[config.mk]
export PLATFORM = sky130hd
export DESIGN_NAME = three_layer_alpha_compositor_rgb565
export DESIGN_NICKNAME = d
export VERILOG_FILES = /design/src/rtl/tlac_pkg.sv /design/src/rtl/tlac_blend.sv /design/src/rtl/three_layer_alpha_compositor_rgb565.sv
export SDC_FILE = /design/constraint.sdc
export NUM_CORES = 2
export LEC_CHECK = 0
export BUFFER_PORTS_ARGS = -buffer_cell sky130_fd_sc_hd__buf_2
export CAP_MARGIN = 20
export CELL_PAD_IN_SITES_DETAIL_PLACEMENT = 0
export CELL_PAD_IN_SITES_GLOBAL_PLACEMENT = 2
export CORE_ASPECT_RATIO = 1.5
export CORE_UTILIZATION = 45
export DETAILED_ROUTE_END_ITERATION = 6
export GPL_ROUTABILITY_DRIVEN = 0
export GPL_TIMING_DRIVEN = 1
export PLACE_DENSITY = 0.95
export SLEW_MARGIN = 20
export SYNTH_ARGS = -nofsm -noshare
export SYNTH_HDL_FRONTEND = slang
export SYNTH_SLANG_ARGS = --single-unit
[constraint.sdc]
create_clock -name clk_i -period 11.3 [get_ports clk_i]
set_input_delay 1.695 -clock clk_i [delete_from_list [all_inputs] [get_ports clk_i]]
set_output_delay 1.695 -clock clk_i [all_outputs]
set_load 0.03 [all_outputs]
[src/rtl/tlac_pkg.sv]
// ----------------------------------------------------------------------------
// tlac_pkg
// Shared types, constants, the divide-by-255 helper and the RGB565 packer for the compositor.
// ----------------------------------------------------------------------------
`default_nettype none

package tlac_pkg;

  localparam int unsigned ChanW  = 8;
  localparam int unsigned ProdW  = 2 * ChanW;
  localparam int unsigned PixelW = 16;

  typedef logic [ChanW-1:0]  chan_t;
  typedef logic [ProdW-1:0]  prod_t;
  typedef logic [PixelW-1:0] pixel_t;

  localparam chan_t ChanMax         = 8'hFF;
  localparam chan_t AlphaFloorReset = 8'd50;

  // floor(x / 255) for x <= 255 * 255, via (x + 1 + (x >> 8)) >> 8
  function automatic chan_t div255(input prod_t x);
    logic [ProdW:0] t;
    t = {1'b0, x} + {{ProdW{1'b0}}, 1'b1} + {{(ChanW + 1){1'b0}}, x[ProdW-1:ChanW]};
    return t[ProdW-1:ChanW];
  endfunction

  function automatic pixel_t pack565(input chan_t r, input chan_t g, input chan_t b);
    return {r[7:3], g[7:2], b[7:3]};
  endfunction

endpackage

`default_nettype wire

[src/rtl/tlac_blend.sv]
// ----------------------------------------------------------------------------
// tlac_blend
// One channel blend, floor((a*top + (255-a)*bottom) / 255), two stages:
// products registered, then sum and divide registered.
// ----------------------------------------------------------------------------
`default_nettype none

module tlac_blend (
  input  wire logic           clk_i,
  input  tlac_pkg::chan_t     top_i,
  input  tlac_pkg::chan_t     bottom_i,
  input  tlac_pkg::chan_t     alpha_i,
  output tlac_pkg::chan_t     result_o
);

  tlac_pkg::prod_t prod_top_d, prod_top_q;
  tlac_pkg::prod_t prod_bot_d, prod_bot_q;
  tlac_pkg::prod_t sum;
  tlac_pkg::chan_t result_d, result_q;

  // the two products sum to at most 255 * 255
  always_comb begin
    prod_top_d = tlac_pkg::ProdW'(alpha_i * top_i);
    prod_bot_d = tlac_pkg::ProdW'((tlac_pkg::ChanMax - alpha_i) * bottom_i);
    sum        = prod_top_q + prod_bot_q;
    result_d   = tlac_pkg::div255(sum);
  end

  always_ff @(posedge clk_i) begin
    prod_top_q <= prod_top_d;
    prod_bot_q <= prod_bot_d;
    result_q   <= result_d;
  end

  assign result_o = result_q;

endmodule

`default_nettype wire

[src/rtl/three_layer_alpha_compositor_rgb565.sv]
// ----------------------------------------------------------------------------
// three_layer_alpha_compositor_rgb565
// Glyph over background, then half-alpha noise over that, packed to RGB565.
// ----------------------------------------------------------------------------
// Takes one pixel on every clock: busy_o stays low and start_i may be high in
// every cycle. Each pixel's result appears on pixel_rgb565_o with done_o high,
// in order, once it has passed both blend steps; the receiver cannot stall,
// so take it in that cycle. The latency comes from two blend steps in series,
// each a multiplier stage followed by an add-and-divide-by-255 stage. The
// alpha floor register may be rewritten only while no pixel is in flight.
// ----------------------------------------------------------------------------
`default_nettype none

module three_layer_alpha_compositor_rgb565 (
  input  wire logic            clk_i,
  input  wire logic            rst_ni,
  input  wire logic            cfg_we_i,
  input  tlac_pkg::chan_t      cfg_wdata_i,
  input  wire logic            start_i,
  output logic                 busy_o,
  input  tlac_pkg::chan_t      glyph_alpha_i,
  input  tlac_pkg::chan_t      glyph_red_i,
  input  tlac_pkg::chan_t      glyph_green_i,
  input  tlac_pkg::chan_t      glyph_blue_i,
  input  tlac_pkg::chan_t      back_red_i,
  input  tlac_pkg::chan_t      back_green_i,
  input  tlac_pkg::chan_t      back_blue_i,
  input  tlac_pkg::chan_t      noise_alpha_i,
  input  tlac_pkg::chan_t      noise_red_i,
  input  tlac_pkg::chan_t      noise_green_i,
  input  tlac_pkg::chan_t      noise_blue_i,
  output logic                 done_o,
  output tlac_pkg::pixel_t     pixel_rgb565_o
);

  localparam int unsigned Latency = 4;

  tlac_pkg::chan_t floor_q;
  tlac_pkg::chan_t glyph_a;
  logic [Latency-1:0] valid_d, valid_q;

  // noise layer delayed to meet the intermediate color
  tlac_pkg::chan_t na_q [2];
  tlac_pkg::chan_t nr_q [2];
  tlac_pkg::chan_t ng_q [2];
  tlac_pkg::chan_t nb_q [2];

  tlac_pkg::chan_t mid_r, mid_g, mid_b;
  tlac_pkg::chan_t out_r, out_g, out_b;

  always_ff @(posedge clk_i or negedge rst_ni) begin
    if (!rst_ni) begin
      floor_q <= tlac_pkg::AlphaFloorReset;
      valid_q <= '0;
    end else begin
      if (cfg_we_i) begin
        floor_q <= cfg_wdata_i;
      end
      valid_q <= valid_d;
    end
  end

  always_comb begin
    glyph_a = (glyph_alpha_i < floor_q) ? floor_q : glyph_alpha_i;
    valid_d = {valid_q[Latency-2:0], start_i & ~busy_o};
  end

  always_ff @(posedge clk_i) begin
    na_q[0] <= {1'b0, noise_alpha_i[7:1]};
    nr_q[0] <= noise_red_i;
    ng_q[0] <= noise_green_i;
    nb_q[0] <= noise_blue_i;
    na_q[1] <= na_q[0];
    nr_q[1] <= nr_q[0];
    ng_q[1] <= ng_q[0];
    nb_q[1] <= nb_q[0];
  end

  tlac_blend u_glyph_r (.clk_i, .top_i(glyph_red_i),   .bottom_i(back_red_i),
                        .alpha_i(glyph_a), .result_o(mid_r));
  tlac_blend u_glyph_g (.clk_i, .top_i(glyph_green_i), .bottom_i(back_green_i),
                        .alpha_i(glyph_a), .result_o(mid_g));
  tlac_blend u_glyph_b (.clk_i, .top_i(glyph_blue_i),  .bottom_i(back_blue_i),
                        .alpha_i(glyph_a), .result_o(mid_b));

  tlac_blend u_noise_r (.clk_i, .top_i(nr_q[1]), .bottom_i(mid_r),
                        .alpha_i(na_q[1]), .result_o(out_r));
  tlac_blend u_noise_g (.clk_i, .top_i(ng_q[1]), .bottom_i(mid_g),
                        .alpha_i(na_q[1]), .result_o(out_g));
  tlac_blend u_noise_b (.clk_i, .top_i(nb_q[1]), .bottom_i(mid_b),
                        .alpha_i(na_q[1]), .result_o(out_b));

  assign busy_o         = 1'b0;
  assign done_o         = valid_q[Latency-1];
  assign pixel_rgb565_o = tlac_pkg::pack565(out_r, out_g, out_b);

endmodule

`default_nettype wire

==> results.py <==
metrics = {
    "cts": {
        "cts_tree": "done",
        "cts_setup_buffers": 0,
        "cts_hold_buf": 0,
        "cts_root_buf": "clkbuf_16",
        "cts_max_level": 2,
        "post_cts_resized": 0,
        "clock-sinks": 306,
        "clk_pin_slew_ps": 60,
        "clk_latency_ps": 560,
        "cts_buffers": 37,
        "cts_buffer_depth": 3,
    },
    "critical_path": {
        "cp-end-kind": "register",
        "crit_path_start_kind": "input port",
        "crit_type": "in2reg",
        "max_stage_delay_ps": 840,
        "path_cells": "buf_2 -> ha_1 -> a21o_1 -> a21o_1 -> a21o_1 -> a21oi_1 -> o21ai_1 -> nand3_1 -> buf_4 -> a21boi_0 -> fa_1 -> inv_1 -> fa_1 -> fa_1 -> fa_1 -> inv_1 -> ha_1 -> a21boi_1 -> o21ai_0 -> a21oi_1 -> a41o_1 -> o41a_1 -> xnor2_1",
        "crit_buf_inv": 4,
        "required_ps": 11750,
        "crit_path_top_delay_cell": "nand3_1",
        "cpMostUsedCell": "fa_1",
        "crit_fanout": 19,
        "worstPathArrival_ps": 8160,
        "r2r_slack_ps": 4240,
        "critPathTopFamily": "adder cells",
    },
    "timing": {
        "finalSetupTns_ps": 0,
        "finalHoldViolCount": 0,
        "setup_viol": 0,
        "period_minus_slack_ps": 7710,
        "maxSlewViolCount": 0,
        "rsz0062_at_grt": "no",
        "fmax_ghz": 0.130,
        "fin_skew_ps": 15.1,
        "worstMarginPinSlew_ps": 929,
        "period_share_pct": 68.2,
        "slew_headroom_pct": 37.9,
    },
    "place": {
        "port_buffers": 115,
        "hpwl_um": 64700,
        "placedInstanceArea_um2": 38500,
        "placedCellCount": 5062,
    },
    "yosys": {
        "synth_fa_ha_area_share_pct": 42.5,
        "synth_top_family_by_area": "adder cells",
        "synth.area.mux_share_pct": 0.0884,
        "synth-compound-area-share_pct": 12.3,
        "async_flop_share_pct": 3.92,
        "synth_cells": 3995,
        "avgSynthCellArea_um2": 9.22,
        "synth_nets": 5095,
        "synth-xor-area-share_pct": 5.73,
        "synth-simple-area-share_pct": 15.0,
        "synth.area.top_cells": "fa_1 23%, ha_1 20%, dfxtp_1 16%, inv_1 6.3%, xnor2_1 4.8%",
        "synth_ff_type": "dfxtp_1",
        "synth_top_cell_by_area": "fa_1",
        "synth_edf_count": 0,
        "synth.distinct_cells": 83,
        "yosysTopAreaCellShare_pct": 22.8,
        "netlist_area_um2": 36800,
        "yosys_warnings": 0,
        "seq_area_frac_synth_pct": 16.8,
        "ys_seq_elements": 306,
    },
    "final_layout": {
        "nets": 5161,
        "drive_gt1_share_pct": 6.22,
        "final_area_um2": 39700,
        "fin_cells": 5128,
        "fin_util_pct": 49.0,
        "syn2layout_area_growth_pct": 7.89,
    },
    "job": {
        "cap_violations": 0,
    },
    "run_status": {
        "status": "completed",
    },
    "routing": {
        "drt_wl_total_um": 84300,
        "vias": 27500,
        "drt_iter0_markers": 1139,
        "wl_per_cell_um": 16.4,
        "drcViolationCount": 0,
        "topRoutingLayerUsed": "met5",
        "dr_wl_met3_um": 3410,
        "firstDrtPassIters": 5,
        "route.met2.wl_um": 44000,
        "antenna_left": 0,
        "vias_per_cell": 5.36,
        "wl_met1_um": 33900,
    },
    "global_route": {
        "grt_max_degree": 49,
        "grt_usage_pct": 20.9,
        "grt_pass1_vias": 29000,
        "overflow": 0,
        "grt_pass1_wl_um": 142000,
        "antenna_found_initial": 9,
    },
    "die": {
        "ios": 118,
        "core_um2": 81000,
        "die_w_um": 236,
        "placementRows": 128,
        "die_h_um": 352,
        "die_area_um2": 83000,
        "start_util_pct": 45.4,
    },
    "worst_hold_path": {
        "min_path_type": "reg2reg",
    },
}
[logic make-up (layout without fill, tap and decap cells)]
family / count (synthesis) / in the layout
other: 1 / 3
XOR/XNOR: 241 / 241
flip-flops: 306 / 306
multiplexers: 3 / 3
adder cells (fa/ha/maj): 1000 / 1000
buffers and inverters: 732 / 823
AO/OA/AOI/OAI: 681 / 681
AND/OR/NAND/NOR: 1031 / 1031
[layout by cell type, fill, tap and decap left out, types with 9 or more instances in the layout]
cell	instances
a211oi_1	19
a31oi_1	17
nand2_1	140
and3_1	174
o21a_1	27
nand3_1	79
nand2b_1	95
xor2_1	39
nor2b_1	111
o21ai_1	16
xnor2_1	202
clkbuf_16	37
and2_1	127
inv_1	617
or2_2	12
a21boi_1	49
a21boi_0	119
ha_1	580
a21o_1	42
buf_2	115
o21ai_0	129
fa_1	420
buf_4	27
dfrtp_1	9
or3_1	21
nor3_1	56
a21oi_1	144
nor2_1	188
dfxtp_1	287
[path summary, 6_finish.rpt]
check	from	cells past startpoint	endpoint
worst max register to register	floor_q[1]	23	u_glyph_r.prod_top_q[15]
min in group asynchronous	rst_ni	1	floor_q[7]
worst min register to register	nr_q[0][5]	0	nr_q[0][13]
worst max-delay path	glyph_alpha_i[1]	23	u_glyph_r.prod_top_q[15]
worst min-delay path	nr_q[0][5]	0	nr_q[0][13]
max in group asynchronous	rst_ni	1	floor_q[4]
[routing by layer]
layer / vias to the layer above / GRT usage, %
met5: - / 0
li1: 13300 / -
met2: 538 / 39.4
met3: 166 / 3.13
met4: 14 / 7.70
met1: 13500 / 23.6
[through the flow]
step | hold slack (ps) | setup slack [ps]
floorplan | 310 | 4240
global placement | 312 | 3080
detailed placement | 312 | 2990
CTS | 328 | 3600
global route | 329 | 3150
finish | 325 | 3590
[cell usage after synthesis (5+ instances only)]
library cell and count:
inv_1 617, ha_1 580, fa_1 420, dfxtp_1 294, xnor2_1 202, nor2_1 188
and3_1 174, a21oi_1 144, nand2_1 140, o21ai_0 129, and2_1 127, a21boi_0 119
nor2b_1 111, clkbuf_1 109, nand2b_1 95, nand3_1 81, nor3_1 56, a21boi_1 49
a21o_1 42, xor2_1 39, o21a_1 27, o21ai_1 24, or3_1 21, a211oi_1 19
a31oi_1 17, or2_2 12, dfrtp_1 9, a41o_1 8, a41oi_1 8, nand4_1 8
o41a_1 7, o41ai_1 7, a2111oi_0 6, a21bo_2 6, o21bai_1 6, o22ai_1 6
o31ai_1 6, o211ai_1 5
[area by class of cell]
cell class | count | area (µm²)
well taps | 1040 | 1300
multi-input cells | 2957 | 27900
diodes | 2 | 5.00
repair buffers | 142 | 778
inverters | 617 | 2320
clock inverters | 21 | 220
clock buffers | 43 | 968
fillers | 7745 | 41300
flip-flops and latches | 306 | 6200
Power is left out: the tool's default activity adds up to more than one toggle a clock period on the data nets, which glitch-free logic cannot reach.
